===== src/design/absr_blend.sv =====
// ----------------------------------------------------------------------------
// absr_blend: per-channel alpha blend
// floor((a*src + (255-a)*dst)/255) on red, green and blue; alpha from source.
// ----------------------------------------------------------------------------
module absr_blend (
  input  logic [31:0] src,
  input  logic [31:0] dst,
  output logic [31:0] pix
);

  always_comb begin
    logic [7:0]  a;
    logic [16:0] v;
    logic [16:0] q;
    a   = src[31:24];
    pix = {a, 24'h0};
    for (int i = 0; i < 3; i++) begin
      v = 17'(a * src[i*8 +: 8]) + 17'((8'hFF - a) * dst[i*8 +: 8]);
      // exact divide by 255 for values below 65535
      q = (v + 17'd1 + (v >> 8)) >> 8;
      pix[i*8 +: 8] = q[7:0];
    end
  end

endmodule


===== config.mk =====
export PLATFORM = sky130hd
export DESIGN_NAME = absr_blend
export DESIGN_NICKNAME = d
export VERILOG_FILES = /design/src/design/absr_blend.sv
export SDC_FILE = /design/constraint.sdc
export NUM_CORES = 1
export LEC_CHECK = 0
export ABC_AREA = 1
export BUFFER_PORTS_ARGS = -buffer_cell sky130_fd_sc_hd__buf_4
export CAP_MARGIN = 5
export CORE_UTILIZATION = 59
export DETAILED_ROUTE_END_ITERATION = 10
export PLACE_DENSITY = 0.81
export REMOVE_ABC_BUFFERS = 1
export SLEW_MARGIN = 20
export SYNTH_ARGS = -nofsm -noshare
export SYNTH_HDL_FRONTEND = slang
export SYNTH_SLANG_ARGS = --single-unit

===== constraint.sdc =====
create_clock -name vclk -period 10.2
set_input_delay 2.04 -clock vclk [all_inputs]
set_output_delay 2.04 -clock vclk [all_outputs]
set_load 0.005 [all_outputs]

==> impl_metrics.ini, run 1 <==
[run_status]
status = finished, violations left
violations = negative setup slack

[drt]
drt_wl_total_um = 43700
avgViaCountPerCell = 5.31
drtIter0Drc = 1025
drcViolationCount = 0
first_pass_iters = 8
antenna_left = 0
drt-wirelength-per-cell_um = 15.8
vias = 14700

[timing]
drv_slew = 0
layout_setup_ws_ns = -0.000967
rsz0062_at_grt = yes
min_period_ns = 10.20
fin_tns_setup_ns = -0.000967
hold_viol = 0
max_freq_mhz = 98.0
final-setup-viol-count = 1
fin_crit_sh = 1.00

[floorplanning]
die_x_um = 165
dieArea_sq_mm = 0.0273
core_area_sq_mm = 0.0261
die_h_um = 165
row_count = 59
ioPinCount = 96
start_util = 0.603

[worst_setup_path]
cp_slowest_cell = fa_1
timing.critical_path.mode_cell = inv_1
critPathArrivalTime_ns = 8.16
startpoint = dst[6]
worstPathMaxFanout = 6
end_kind = primary output
cp-start-kind = primary input
criticalPathCategory = primary input to primary output
cp.required_ns = 8.16
cp_slowest_stage_delay_ns = 0.52

[placed_design]
io_buffers = 88
dpl.hpwl_um = 33400
place.gp.congestion = 0.949

[global_route]
overflow = 0
grt_pass1_vias = 14500
grt_pass1_wl_um = 65000
grt_antenna_before_repair = 0
grt_max_degree = 25
grt_usage = 0.298

[logic_synthesis]
ys_seq_area_frac = 0
avgSynthCellArea_sq_um = 7.03
synth_area_sq_mm = 0.0157
synth_cells = 2234
ys_warn_count = 0
synth_cell_types = 38

[layout]
num-nets-final = 3002
drive_gt1_frac = 0.202
diodes = 0
seq_area_sq_um = 0
design.seq.count = 0
clock_buffer_count = 0
syn_to_final_growth_pct = 21.5

[worst_hold_path]
worstHoldStart = src[31]
hold_path_class = primary input to primary output

[flow_run]
drv_cap = 0
## metrics by stage
step                      cell area (sq um)  worst slack [ns]   util  hold WS [ns]  instances
after floorplan                       15400             0.649      -          4.08       2165
after global placement                17600           -0.0679  0.674          4.43       2717
after detailed placement              17600            -0.131  0.674          4.44       2717
after CTS                             17700            0.0135  0.679          4.38       2722
after global routing                  19100            -0.228  0.733          4.34       2767
final                                 19100         -0.000967  0.733          4.33       2767
## cells in the mapped netlist (2+ instances only)
| cell type | instances | share of area |
|---|---|---|
| xor2_4 | 2 | 0.0035 |
| fa_1 | 291 | 0.37 |
| xor2_2 | 4 | 0.0041 |
| nand2_1 | 540 | 0.13 |
| o21bai_1 | 2 | 0.00096 |
| nand4_2 | 2 | 0.0016 |
| nand4_1 | 23 | 0.0092 |
| inv_1 | 692 | 0.17 |
| o21ai_0 | 5 | 0.0016 |
| buf_2 | 2 | 0.00064 |
| buf_1 | 12 | 0.0029 |
| nand3_1 | 87 | 0.028 |
| nand2_2 | 20 | 0.0080 |
| nor3_2 | 2 | 0.0013 |
| nor2_1 | 181 | 0.043 |
| ha_1 | 213 | 0.17 |
| inv_2 | 3 | 0.00072 |
| clkbuf_2 | 7 | 0.0022 |
| buf_4 | 8 | 0.0038 |
| xnor2_1 | 10 | 0.0056 |
| nor2_2 | 4 | 0.0016 |
| nand3_2 | 7 | 0.0045 |
| nor2_4 | 2 | 0.0014 |
| o21ai_1 | 4 | 0.0013 |
| xor2_1 | 13 | 0.0072 |
| nor3_1 | 2 | 0.00064 |
| clkbuf_1 | 42 | 0.010 |
| a21oi_1 | 40 | 0.013 |
| nand2_4 | 3 | 0.0022 |
| a31oi_1 | 3 | 0.0012 |
## cell families (layout without fill, tap and decap cells)
family                   Yosys count  after routing  share of synthesized area
adder cells (fa/ha/maj)          504            504                      0.540
AO/OA/AOI/OAI                     56             56                     0.0194
other                              1              3                   0.000239
buffers and inverters            767            963                      0.186
XOR/XNOR                          30             30                     0.0215
AND/OR/NAND/NOR                  876            876                      0.233
## worst max-delay path: cells and delay by family
kind,cells,cell delay [ns]
buffers and inverters,10,0.93
xor gates and xnor gates,2,0.42
AOI/OAI and AO/OA,3,0.52
and+or+nand+nor,6,0.70
adders and majority gates,8,3.54
## area by class of cell
cell class / count / area, sq um
Tap cell: 335 / 419
Multi-Input combinational cell: 1469 / 13600
Inverter: 696 / 2680
Timing Repair Buffer: 267 / 2440
Fill cell: 1812 / 6970
## final timing paths
kind / endpoint / slack, ns / cells past startpoint
worst max-delay path: pix[0] / -0.001 / 29
worst min-delay path: pix[31] / 4.33 / 2
## repair_timing
action / in CTS / in global routing
pin swaps: 3 / 97
buffers inserted: 5 / 39
resized for setup: 17 / 220
endpoints found under the setup margin: 24 / 24
hold buffers: 0 / 0
cloned: 0 / 6
## metal layers
| metal | track usage | up-vias | part of all wire |
|---|---|---|---|
| li1 | - | 6782 | - |
| met1 | 0.363 | 7056 | 0.37 |
| met2 | 0.542 | 643 | 0.51 |
| met3 | 0.0292 | 222 | 0.070 |
| met4 | 0.111 | 0 | 0.056 |
| met5 | 0 | - | 0 |
## cells in the final DEF (no fill, tap or decap), types with 9 or more instances in the layout
master / n
a21oi_1: 16
clkinvlp_4: 16
nor2_4: 14
fa_1: 284
nand2_2: 55
buf_4: 230
ha_4: 21
nand2_4: 12
nand2_1: 496
nand3_2: 17
xnor2_1: 9
a21oi_2: 21
buf_12: 15
nor2_1: 153
nand3_1: 77
nand4_1: 23
xor2_1: 12
inv_2: 15
nor2_2: 20
ha_1: 191
inv_1: 663
Power of run 1 is left out: the tool's default activity adds up to more than one toggle a clock period on the data nets, which glitch-free logic cannot reach.
==> run 2: changes to the inputs <==
--- a/config.mk
+++ b/config.mk
@@ -12,6 +12,7 @@
 export DETAILED_ROUTE_END_ITERATION = 10
 export PLACE_DENSITY = 0.81
 export REMOVE_ABC_BUFFERS = 1
+export SKIP_LAST_GASP = 1
 export SLEW_MARGIN = 20
 export SYNTH_ARGS = -nofsm -noshare
 export SYNTH_HDL_FRONTEND = slang
==> impl_metrics.ini, run 2 (synthesized netlist as in run 1, its figures left out) <==
[run_status]
status = finished, final reports clean

[drt]
vias = 14600
drt-wirelength-per-cell_um = 15.8
drcViolationCount = 0
drtIter0Drc = 947
avgViaCountPerCell = 5.28
first_pass_iters = 6
antenna_left = 0
drt_wl_total_um = 43600

[placed_design]
place.gp.congestion = 0.949
io_buffers = 88
dpl_cell_area_sq_mm = 0.0176
dpl.hpwl_um = 33400

[floorplanning]
die_h_um = 165
row_count = 59
core_area_sq_mm = 0.0261
die_x_um = 165
start_util = 0.603
dieArea_sq_mm = 0.0273
ioPinCount = 96

[layout]
num-nets-final = 3002
drive_gt1_frac = 0.200
seq_area_sq_um = 0
diodes = 0
clock_buffer_count = 0
design.seq.count = 0
fillers = 1821
syn_to_final_growth_pct = 21.4
multiInputGateArea_sq_mm = 0.0135
final_common_cell = inv_1
final_cell_mix = inv_1, nand2_1, fa_1
final_area_sq_mm = 0.0191

[worst_setup_path]
criticalPathCategory = primary input to primary output
cp_slowest_stage_delay_ns = 0.51
end_kind = primary output
worstPathMaxFanout = 6
cp_slowest_cell = fa_1
cp-start-kind = primary input
critPathArrivalTime_ns = 8.11
cp.required_ns = 8.16

[flow_run]
drv_cap = 0

[timing]
max_freq_mhz = 98.5
final-setup-viol-count = 0
rsz0062_at_grt = yes
fin_tns_setup_ns = 0
hold_viol = 0
min_period_ns = 10.15
drv_slew = 0
worst_hold_slack_ns = 4.33
fin_crit_sh = 0.996

[global_route]
grt_pass1_wl_um = 65000
grt_usage = 0.298
grt_antenna_before_repair = 0
overflow = 0
grt_pass1_vias = 14500
grt_max_degree = 25

[cts]
ctsHoldBuffers = 0

[worst_hold_path]
hold_path_class = primary input to primary output
whs_path_depth = 2
run 2: per-stage QoR:
step           utilization  cells  worst slack, ns
2_1_floorplan            -   2165            0.649
3_3_place_gp         0.674   2717          -0.0679
3_5_place_dp         0.674   2717           -0.131
4_1_cts              0.679   2722           0.0135
5_1_grt              0.732   2767           -0.214
6_report             0.732   2767           0.0454
run 2: area by class of cell:
cell class / count / share of cell area
multi-input combinational: 1469 / 0.710
inverter: 696 / 0.140
timing repair buffer: 267 / 0.128
tap: 335 / 0.0220
run 2: worst max-delay path: cells and delay by family:
family	cells	cell delay (ns)
compound gates	3	0.54
xor+xnor	2	0.40
fa+ha+maj	8	3.52
buf+inv	9	0.85
simple gates	7	0.76
run 2: routing by layer:
| layer | track usage | up-vias | part of all wire |
|---|---|---|---|
| met5 | 0 | - | 0 |
| met4 | 0.111 | 0 | 0.054 |
| met3 | 0.0292 | 199 | 0.068 |
| met2 | 0.542 | 624 | 0.51 |
| met1 | 0.363 | 7014 | 0.37 |
| li1 | - | 6777 | - |
run 2: timing repair:
action | in CTS | in global routing
setup buffers | 5 | 39
cloned | 0 | 6
pin swaps | 3 | 97
endpoints found under the setup margin | 24 | 24
gates resized for setup | 17 | 216
run 2: final timing paths:
| path | from | endpoint | slack [ns] |
|---|---|---|---|
| worst min-delay path | src[31] | pix[31] | 4.33 |
| worst max-delay path | dst[6] | pix[0] | 0.05 |
Power of run 2 is left out for the same reason.
