## config.mk

```make
export PLATFORM = sky130hd
export DESIGN_NAME = absr_iter
export DESIGN_NICKNAME = d
export VERILOG_FILES = /design/src/design/absr_pkg.sv /design/src/design/absr_iter.sv
export SDC_FILE = /design/constraint.sdc
export NUM_CORES = 1
export LEC_CHECK = 0
export ABC_AREA = 1
export BUFFER_PORTS_ARGS = -buffer_cell sky130_fd_sc_hd__buf_4
export CAP_MARGIN = 10
export CORE_MARGIN = 4
export CORE_UTILIZATION = 58
export CTS_BUF_LIST = sky130_fd_sc_hd__clkbuf_8
export DETAILED_ROUTE_END_ITERATION = 8
export GPL_ROUTABILITY_DRIVEN = 0
export PLACE_DENSITY = 0.86
export SYNTH_ARGS = -nofsm -noshare
export SYNTH_HDL_FRONTEND = slang
export SYNTH_SLANG_ARGS = --single-unit
```

## constraint.sdc

```tcl
create_clock -name clk -period 2.6 [get_ports clk]
set_input_delay 0 -clock clk [delete_from_list [all_inputs] [get_ports clk]]
set_output_delay 0 -clock clk [all_outputs]
set_load 0.02 [all_outputs]
```

## src/design/absr_pkg.sv

```systemverilog
// ----------------------------------------------------------------------------
// absr_pkg: shared types and constants of the shape rasterizer
// Frame geometry, command codes, iterative unit control and pixel helpers.
// ----------------------------------------------------------------------------
package absr_pkg;

  // frame store geometry (power-of-two sizes, pixel at y*MAX_WIDTH + x)
  localparam int MAX_WIDTH  = 256;
  localparam int MAX_HEIGHT = 256;
  localparam int XB         = $clog2(MAX_WIDTH);
  localparam int YB         = $clog2(MAX_HEIGHT);
  localparam int AW         = XB + YB;
  localparam int DEPTH      = MAX_WIDTH * MAX_HEIGHT;

  // working coordinate width and frame register width
  localparam int CW    = 15;
  localparam int EXT_W = 9;

  localparam logic [EXT_W-1:0] MAX_W_EXT   = EXT_W'(MAX_WIDTH);
  localparam logic [EXT_W-1:0] MAX_H_EXT   = EXT_W'(MAX_HEIGHT);
  localparam logic [16:0]      COUNT_LIMIT = 17'h10000;

  // command codes
  typedef enum logic [2:0] {
    OP_POINT = 3'd0,
    OP_RECT  = 3'd1,
    OP_CIRC  = 3'd2,
    OP_OUTL  = 3'd3,
    OP_LINE  = 3'd4,
    OP_CLEAR = 3'd5,
    OP_READ  = 3'd6
  } op_t;

  // configuration register indexes
  typedef enum logic {
    REG_FRAME_WIDTH  = 1'b0,
    REG_FRAME_HEIGHT = 1'b1
  } reg_idx_t;

  // shift-subtract unit modes
  typedef enum logic {
    ITER_SQRT = 1'b0,
    ITER_DIV  = 1'b1
  } iter_mode_t;

  typedef struct packed {
    logic       start;
    iter_mode_t mode;
  } iter_ctl_t;

  typedef struct packed {
    logic done;
  } iter_sts_t;

  // sign extend a 13-bit field to the working width
  function automatic logic signed [CW-1:0] sx13(input logic [12:0] v);
    sx13 = $signed({{(CW-13){v[12]}}, v});
  endfunction

  // pixel lies inside the active frame
  function automatic logic in_frame(input logic signed [CW-1:0] x,
                                    input logic signed [CW-1:0] y,
                                    input logic [EXT_W-1:0] ew,
                                    input logic [EXT_W-1:0] eh);
    logic signed [CW-1:0] ews;
    logic signed [CW-1:0] ehs;
    ews = $signed({{(CW-EXT_W){1'b0}}, ew});
    ehs = $signed({{(CW-EXT_W){1'b0}}, eh});
    in_frame = (x >= 0) && (x < ews) && (y >= 0) && (y < ehs);
  endfunction

  // frame store address of a pixel
  function automatic logic [AW-1:0] pix_addr(input logic signed [CW-1:0] x,
                                             input logic signed [CW-1:0] y);
    pix_addr = {y[YB-1:0], x[XB-1:0]};
  endfunction

endpackage

```

## src/design/absr_iter.sv

```systemverilog
// ----------------------------------------------------------------------------
// absr_iter: shared shift-subtract unit
// Integer square root (two radicand bits a step, 10 steps) or unsigned
// division (one dividend bit a step, 13 steps) on one compare and subtract.
// ----------------------------------------------------------------------------
module absr_iter (
  input  logic                clk,
  input  logic                rst,
  input  absr_pkg::iter_ctl_t ctl,
  input  logic [19:0]         arg,
  input  logic [12:0]         den,
  output absr_pkg::iter_sts_t sts,
  output logic [12:0]         res,
  output logic [12:0]         rmd
);

  localparam logic [3:0] SQRT_STEPS = 4'd10;
  localparam logic [3:0] DIV_STEPS  = 4'd13;

  logic                 active;
  logic                 done_q;
  logic [3:0]           cnt;
  absr_pkg::iter_mode_t mode_q;
  logic [12:0]          acc;
  logic [19:0]          src;
  logic [12:0]          res_q;
  logic [13:0]          cand;
  logic [13:0]          sub;
  logic [13:0]          diff;
  logic                 ge;

  // shared compare and subtract
  always_comb begin
    if (mode_q == absr_pkg::ITER_SQRT) begin
      cand = {acc[11:0], src[19:18]};
      sub  = {res_q[11:0], 2'b01};
    end else begin
      cand = {acc, src[19]};
      sub  = {1'b0, den};
    end
    ge   = (cand >= sub);
    diff = cand - sub;
  end

  // step control
  always_ff @(posedge clk) begin
    if (rst) begin
      active <= 1'b0;
      done_q <= 1'b0;
      cnt    <= '0;
    end else begin
      done_q <= 1'b0;
      if (ctl.start) begin
        active <= 1'b1;
        cnt    <= (ctl.mode == absr_pkg::ITER_SQRT) ? SQRT_STEPS : DIV_STEPS;
      end else if (active) begin
        cnt <= cnt - 4'd1;
        if (cnt == 4'd1) begin
          active <= 1'b0;
          done_q <= 1'b1;
        end
      end
    end
  end

  // datapath
  always_ff @(posedge clk) begin
    if (ctl.start) begin
      mode_q <= ctl.mode;
      acc    <= '0;
      res_q  <= '0;
      src    <= (ctl.mode == absr_pkg::ITER_SQRT) ? arg : {arg[12:0], 7'b0};
    end else if (active) begin
      acc   <= ge ? diff[12:0] : cand[12:0];
      res_q <= {res_q[11:0], ge};
      src   <= (mode_q == absr_pkg::ITER_SQRT) ? {src[17:0], 2'b00} : {src[18:0], 1'b0};
    end
  end

  assign sts.done = done_q;
  assign res      = res_q;
  assign rmd      = acc;

endmodule

```

==> results of run 1 <==
==> final cells by class <==
type,instances,area (um2),share of cell area
multi-input cells,352,1810,0.417
flip-flops and latches,53,1270,0.293
repair buffers,87,714,0.165
inverters,89,334,0.0769
well taps,75,93.8,0.0216
clock buffers,5,68.8,0.0159
clock inverters,3,47.5,0.0110
==> what timing repair did <==
action / 4_1_cts / 5_1_grt
resized for setup: 0 / 14
setup endpoints to repair: 0 / 13
endpoints found under the hold margin: 11 / 0
setup buffers: 0 / 4
hold buffers: 8 / 0
==> cells in the final DEF (no fill, tap or decap), drive strengths merged <==
cell,synthesis,layout
nor3,2,2
a21oi,6,6
fa,1,1
nand4,13,13
nand2,186,186
edfxtp,21,21
xor2,6,6
o21ai,34,34
dfxtp,32,32
ha,16,16
a31oi,2,2
o211ai,8,8
o22ai,17,17
o21bai,2,2
or2,3,3
o221ai,12,12
nor2,18,18
clkbuf,9,6
inv,89,91
bufinv,0,1
nand3,24,24
buf,12,78
o311ai,1,1
mux2i,1,1
dlygate4sd3,0,8
==> where the power goes <==
group / switching (uW) / leakage [uW] / total (uW) / internal (uW)
sequential: 59.1 / 0.000476 / 1010 / 956
clock: 309 / 0.0000591 / 604 / 295
combinational: 665 / 0.00172 / 1090 / 429
total: 1030 / 0.00226 / 2710 / 1680
==> cells by family (layout without fill, tap and decap cells) <==
| kind of cell | count (synthesis) | after routing | share of synthesized area |
|---|---|---|---|
| adders and majority gates | 17 | 17 | 0.0628 |
| and+or+nand+nor | 246 | 246 | 0.288 |
| AOI/OAI and AO/OA | 82 | 82 | 0.145 |
| xor gates and xnor gates | 6 | 6 | 0.0150 |
| DFF | 53 | 53 | 0.363 |
| buffers and inverters | 110 | 184 | 0.124 |
| muxes | 1 | 1 | 0.00286 |
==> worst min-delay path by stage <==
stage,cells past startpoint,from,to,slack (ns)
floorplan,1,rst,cnt[2],0.07
global placement,2,rst,cnt[2],0.19
detailed placement,2,rst,cnt[2],0.20
CTS,3,arg[0],src[0],0.004
global route,3,arg[0],src[0],0.02
finish,3,arg[0],src[0],0.005
==> worst min-delay path, delay by kind of cell <==
kind	cells	cell delay, ns
buffers and inverters	2	0.12
AND/OR/NAND/NOR	1	0.09
==> flip-flops by register name (all words and copies together), names as in the netlist <==
signal / cells
sts: 1
src: 20
res: 13
cnt: 4
rmd: 13
mode_q: 1
active: 1
==> cells in the mapped netlist (12+ instances only) <==
cell type	number	share of area
nand2_1	186	0.20
inv_1	85	0.091
o21ai_0	34	0.049
dfxtp_1	32	0.18
nand3_1	22	0.031
edfxtp_1	21	0.18
nor2_1	17	0.018
o22ai_1	17	0.030
ha_1	16	0.057
nand4_1	13	0.023
o221ai_1	12	0.030
==> through the flow <==
step	hold slack (ns)	power [uW]	setup TNS [ns]
3_3_place_gp	0.191	2010	0
5_1_grt	0.0211	2880	-1.05
3_5_place_dp	0.200	2040	0
2_1_floorplan	0.0694	1740	0
6_report	0.00525	2710	0
4_1_cts	0.00409	2640	0
==> metal layers <==
layer | routed length, um | vias up | GRT usage
li1 | - | 1814 | -
met1 | 4050 | 1651 | 0.353
met2 | 4850 | 205 | 0.455
met3 | 804 | 24 | 0.0423
met4 | 202 | 0 | 0.0806
met5 | 0 | - | 0
==> impl_metrics.tcl, run 1 <==
set metrics [dict create \
    cts_sinks 53 \
    crit_path_frequent_cell "nand2_1" \
    start_kind "flip-flop" \
    fin_util 0.738 \
    tritoncts "built" \
    gr-total-overflow 0 \
    netlist_instances 515 \
    cp-startpoint "mode_q" \
    finalCritPeriodShare 0.958 \
    ys_ff_latch 53 \
    drv_cap 0 \
    wl_per_cell_um 14.9 \
    core_mm2 0.00589 \
    power_density_mw_per_mm2 625 \
    nets 642 \
    hpwl_um 7100 \
    syn-cell-area_mm2 0.00351 \
    viasPerCell 5.56 \
    die_y_um 85.7 \
    drive_gt1_frac 0.173 \
    fillerInstances 451 \
    status "finished clean" \
    worstPathRequired_ns 2.83 \
    worstPathMaxFanout 25 \
    reg2reg_depth 14 \
    slew-limit-headroom 0.642 \
    post-place-ws_ns 0.0888 \
    hp-class "in -> reg" \
    cts_made_buffers 5 \
    setup_violations 0 \
    die-area_mm2 0.00735 \
    numPlacedInstances 643 \
    synth_cell_types 29 \
    async_reset_ff_frac 0 \
    skew_ns 0.0131 \
    arrival_ns 2.72 \
    syn_to_final_growth_pct 23.8 \
    crit_type "reg -> reg" \
    fmax_ghz 0.401 \
    path_delay_family "simple AND/OR/NAND/NOR gates" \
    crit_path_end_kind "flip-flop" \
    rows 28 \
    clockBufferDepth 2 \
    crit_path_top_delay_cell "edfxtp_1" \
    drtIter0Drc 342 \
    grt_usage 0.268 \
    reg2reg_from "mode_q" \
    final_area_mm2 0.00434 \
    crit_path_end "rmd[12]" \
    start_util 0.596 \
    syn_avg_cell_area_um2 6.81 \
    worstMarginPinSlew_ns 0.536 \
    cts_root_buf "clkbuf_8" \
    h-tree-depth 2 \
    drt-pass1-iter-count 5 \
    num_vias 3694 \
    final_max_slew_viol_count 0 \
    final_cells 664 \
    synth_nets 569 \
    cpPeakStageDelay_ns 0.42 \
    io_buffer_count 63 \
    antenna_found_initial 0 \
    io_pins 64 \
    drc 0 \
    wirelength_um 9900 \
    die_w_um 85.7 \
    drtAntennaViolNets 0 \
    yosys_warnings 0 \
    path_clk_slew_ns 0.11 \
    first_global_vias 3503 \
    synth_edf_count 21 \
    placed_cell_area_mm2 0.00407 \
    r2r-end "rmd[12]" \
    finalCriticalPeriod_ns 2.49 \
    crit_cells 14 \
    grt_pass1_wl_um 15900 \
    rrSetupSlack_ns 0.11 \
    yosysSeqAreaShare 0.363 \
    cp_num_buf_inv 4 \
    antenna_cells 0 \
    p_leak_uw 0.00226 \
    hold_viol 0 \
    clkLatencyLatePin_ns 0.32 \
    ys.flop_type "dfxtp_1" \
    vdd_drop_max_mv 0.362 \
    grt_max_degree 50 \
    timing.final.ws_setup_ns 0.109 \
    path_cells "inv_2 -> buf_12 -> or2_2 -> o21ai_2 -> inv_1 -> ha_1 -> nand2_1 -> nor3_1 -> nand2_1 -> nand3_2 -> buf_8 -> nand3_1 -> nand3_1 -> nand2_1" \
]
Note: power is estimated with default switching activity, not from simulation.
==> inputs of run 2 (changes only) <==
--- a/config.mk
+++ b/config.mk
@@ -5,7 +5,6 @@
 export SDC_FILE = /design/constraint.sdc
 export NUM_CORES = 1
 export LEC_CHECK = 0
-export ABC_AREA = 1
 export BUFFER_PORTS_ARGS = -buffer_cell sky130_fd_sc_hd__buf_4
 export CAP_MARGIN = 10
 export CORE_MARGIN = 4
==> run 2 against run 1 <==
Against the previous run:
- die area is 3.8% lower
- cell area is 10% higher
- count of clock-buffer cells in the layout stayed put
- cell count is 22% lower
- synthesized area is 4.2% lower
- critical endpoint is now rmd[8]
- first-iteration DRC count is 65% higher
- largest cell class unchanged
- register-to-register slack worse by 0.46 ns
- core utilization is 12 points higher
- via count is 2.8% lower
- clock power is 24% lower
- critical path type unchanged
- critical path depth is 3 lower
- setup slack worse by 0.46 ns
- the run now ends with setup timing left
==> impl_metrics.tcl, run 2 <==
set metrics [dict create \
    status "finished with violations" \
    violations "setup timing" \
    synth_cell_types 47 \
    wirelength_um 12900 \
    wl_per_cell_um 24.9 \
    regMostFlops "src" \
    die_y_um 84.1 \
    h-tree-depth 2 \
    whs_ns 0.0185 \
    power_density_mw_per_mm2 794 \
    syn_avg_cell_area_um2 9.73 \
    synth_edf_count 21 \
    crit_type "reg -> reg" \
    worstMarginPinSlew_ns 0.917 \
    viasPerCell 6.91 \
    yosys_warnings 0 \
    path_cells "buf_4 -> mux2i_4 -> ha_2 -> fa_2 -> nand2b_4 -> a21oi_4 -> buf_6 -> o41a_1 -> xor2_2 -> mux2i_2 -> a211oi_2" \
    post-place-ws_ns -0.210 \
    tritoncts "built" \
    ys_ff_latch 53 \
    final_max_slew_viol_count 0 \
    final_cells 520 \
    cts_made_buffers 5 \
    hpwl_um 6280 \
    synth_commonest_cells "mux2i_1 (48), nor2_1 (37), dfxtp_1 (32)" \
    netlist_instances 345 \
    io_pins 64 \
    start_kind "flip-flop" \
    first_global_vias 3225 \
    drtAntennaViolNets 0 \
    cts_root_buf "clkbuf_8" \
    num_vias 3592 \
    layout_commonest_cell "buf_4" \
    skew_ns 0.0110 \
    vdd_drop_max_mv 0.513 \
    synth_top_area_share 0.191 \
    slew-limit-headroom 0.386 \
    core_mm2 0.00557 \
    clockBufferDepth 2 \
    crit_path_top_delay_cell "edfxtp_1" \
    gr-total-overflow 0 \
    timing.final.ws_setup_ns -0.352 \
    setup_violations 14 \
    worstPathRequired_ns 2.78 \
    finalCritPeriodShare 1.14 \
    clkLatencyLatePin_ns 0.32 \
    grt_usage 0.301 \
    start_util 0.602 \
    die_w_um 84.1 \
    fin_util 0.859 \
    async_reset_ff_frac 0 \
    drc 0 \
    synth_nets 399 \
    cpPeakStageDelay_ns 0.50 \
    yosysSeqAreaShare 0.379 \
    hold_viol 0 \
    worstPathMaxFanout 4 \
    cts_sinks 53 \
    final_cell_mix "buf_4 (97), mux2i_1 (38), nor2_1 (35)" \
    largest_reg_flops 20 \
    syn_to_final_growth_pct 42.7 \
    hp-class "in -> reg" \
    syn-cell-area_mm2 0.00336 \
    design_power_total_uw 3810 \
    crit_path_end_kind "flip-flop" \
    drt-pass1-iter-count 6 \
    die-area_mm2 0.00707 \
    ys.flop_type "dfxtp_1" \
    antenna_cells 0 \
    drv_cap 0 \
    rsz0062_at_grt "yes" \
    rows 27 \
    antenna_found_initial 0 \
    arrival_ns 3.13 \
    grt_max_degree 55 \
    synth_top_area_cell "dfxtp_1" \
    grt_pass1_wl_um 17000 \
    path_clk_slew_ns 0.10 \
    synth_area_leaders "dfxtp_1 (19%), edfxtp_1 (19%), mux2i_1 (14%)" \
    nets 501 \
    post-synth-top-count-cell "mux2i_1" \
    finalCriticalPeriod_ns 2.95 \
    fmax_ghz 0.339 \
    p_leak_uw 0.00200 \
    drive_gt1_frac 0.404 \
    numPlacedInstances 487 \
    drtIter0Drc 565 \
    io_buffer_count 63 \
]
[run 2: changes by cell type after synthesis, moves of 14 or more]
| cell | before | now |
|---|---|---|
| nand2_1 | 186 | 16 |
| a21oi_1 | 6 | 21 |
| mux2i_1 | 1 | 48 |
| nor2b_1 | 0 | 14 |
| o21ai_0 | 34 | 6 |
| inv_1 | 85 | 8 |
| nand3_1 | 22 | 3 |
| nor2_1 | 17 | 37 |
| a211oi_1 | 0 | 21 |
| o22ai_1 | 17 | 0 |
[run 2: logic make-up after synthesis]
group,synth area share
AND/OR/NAND/NOR,0.122
AO/OA/AOI/OAI,0.180
flip-flops,0.379
adder cells (fa/ha/maj),0.0656
XOR/XNOR,0.0313
buffers and inverters,0.0391
multiplexers,0.183
[run 2: final timing paths]
path | start | to | slack [ns] | cells after the start
setup / recovery | mode_q | rmd[8] | -0.35 | 11
hold / removal | arg[5] | src[5] | 0.02 | 3
setup reg to reg | mode_q | rmd[8] | -0.35 | 11
hold reg to reg | res[12] | res[12] | 0.51 | 2
[run 2: area by class of cell]
class	instances	area [um2]
clock buffer	5	68.8
inverter	9	33.8
tap	72	90.1
fill	254	783
clock inverter	3	18.8
multi-input combinational	262	2360
timing repair buffer	116	946
sequential	53	1270
[run 2: through the flow]
stage	TNS (ns)	area [um2]
after floorplan	0	3400
after global placement	-1.11	4050
after detailed placement	-1.98	4050
after CTS	-0.0114	4580
after global routing	-4.65	4790
final	-3.78	4790
[run 2: critical path, delay by kind of cell, from the launching register on]
family,cells,cell delay (ns)
buffers and inverters,2,0.34
AOI/OAI and AO/OA,3,0.65
muxes,2,0.50
and+or+nand+nor,1,0.15
adders and majority gates,2,0.46
DFF,1,0.50
xor gates and xnor gates,1,0.21
[run 2: where the power goes]
group	internal, uW	total [uW]	switching [uW]
clock network	186	460	274
logic	1090	2270	1190
registers	965	1070	107
total	2240	3810	1570
[run 2: repair_timing]
item,CTS,global route
resized for setup,40,39
hold buffers,7,0
setup buffers,13,5
gates cloned,1,0
hold endpoints to repair,12,0
endpoints found under the setup margin,14,14
pin swaps,17,19
[run 2: per-layer routing]
metal  wire, um  GRT usage
met2       5810      0.476
met4        705      0.110
met3       1550     0.0701
met1       4860      0.400
met5          0          0
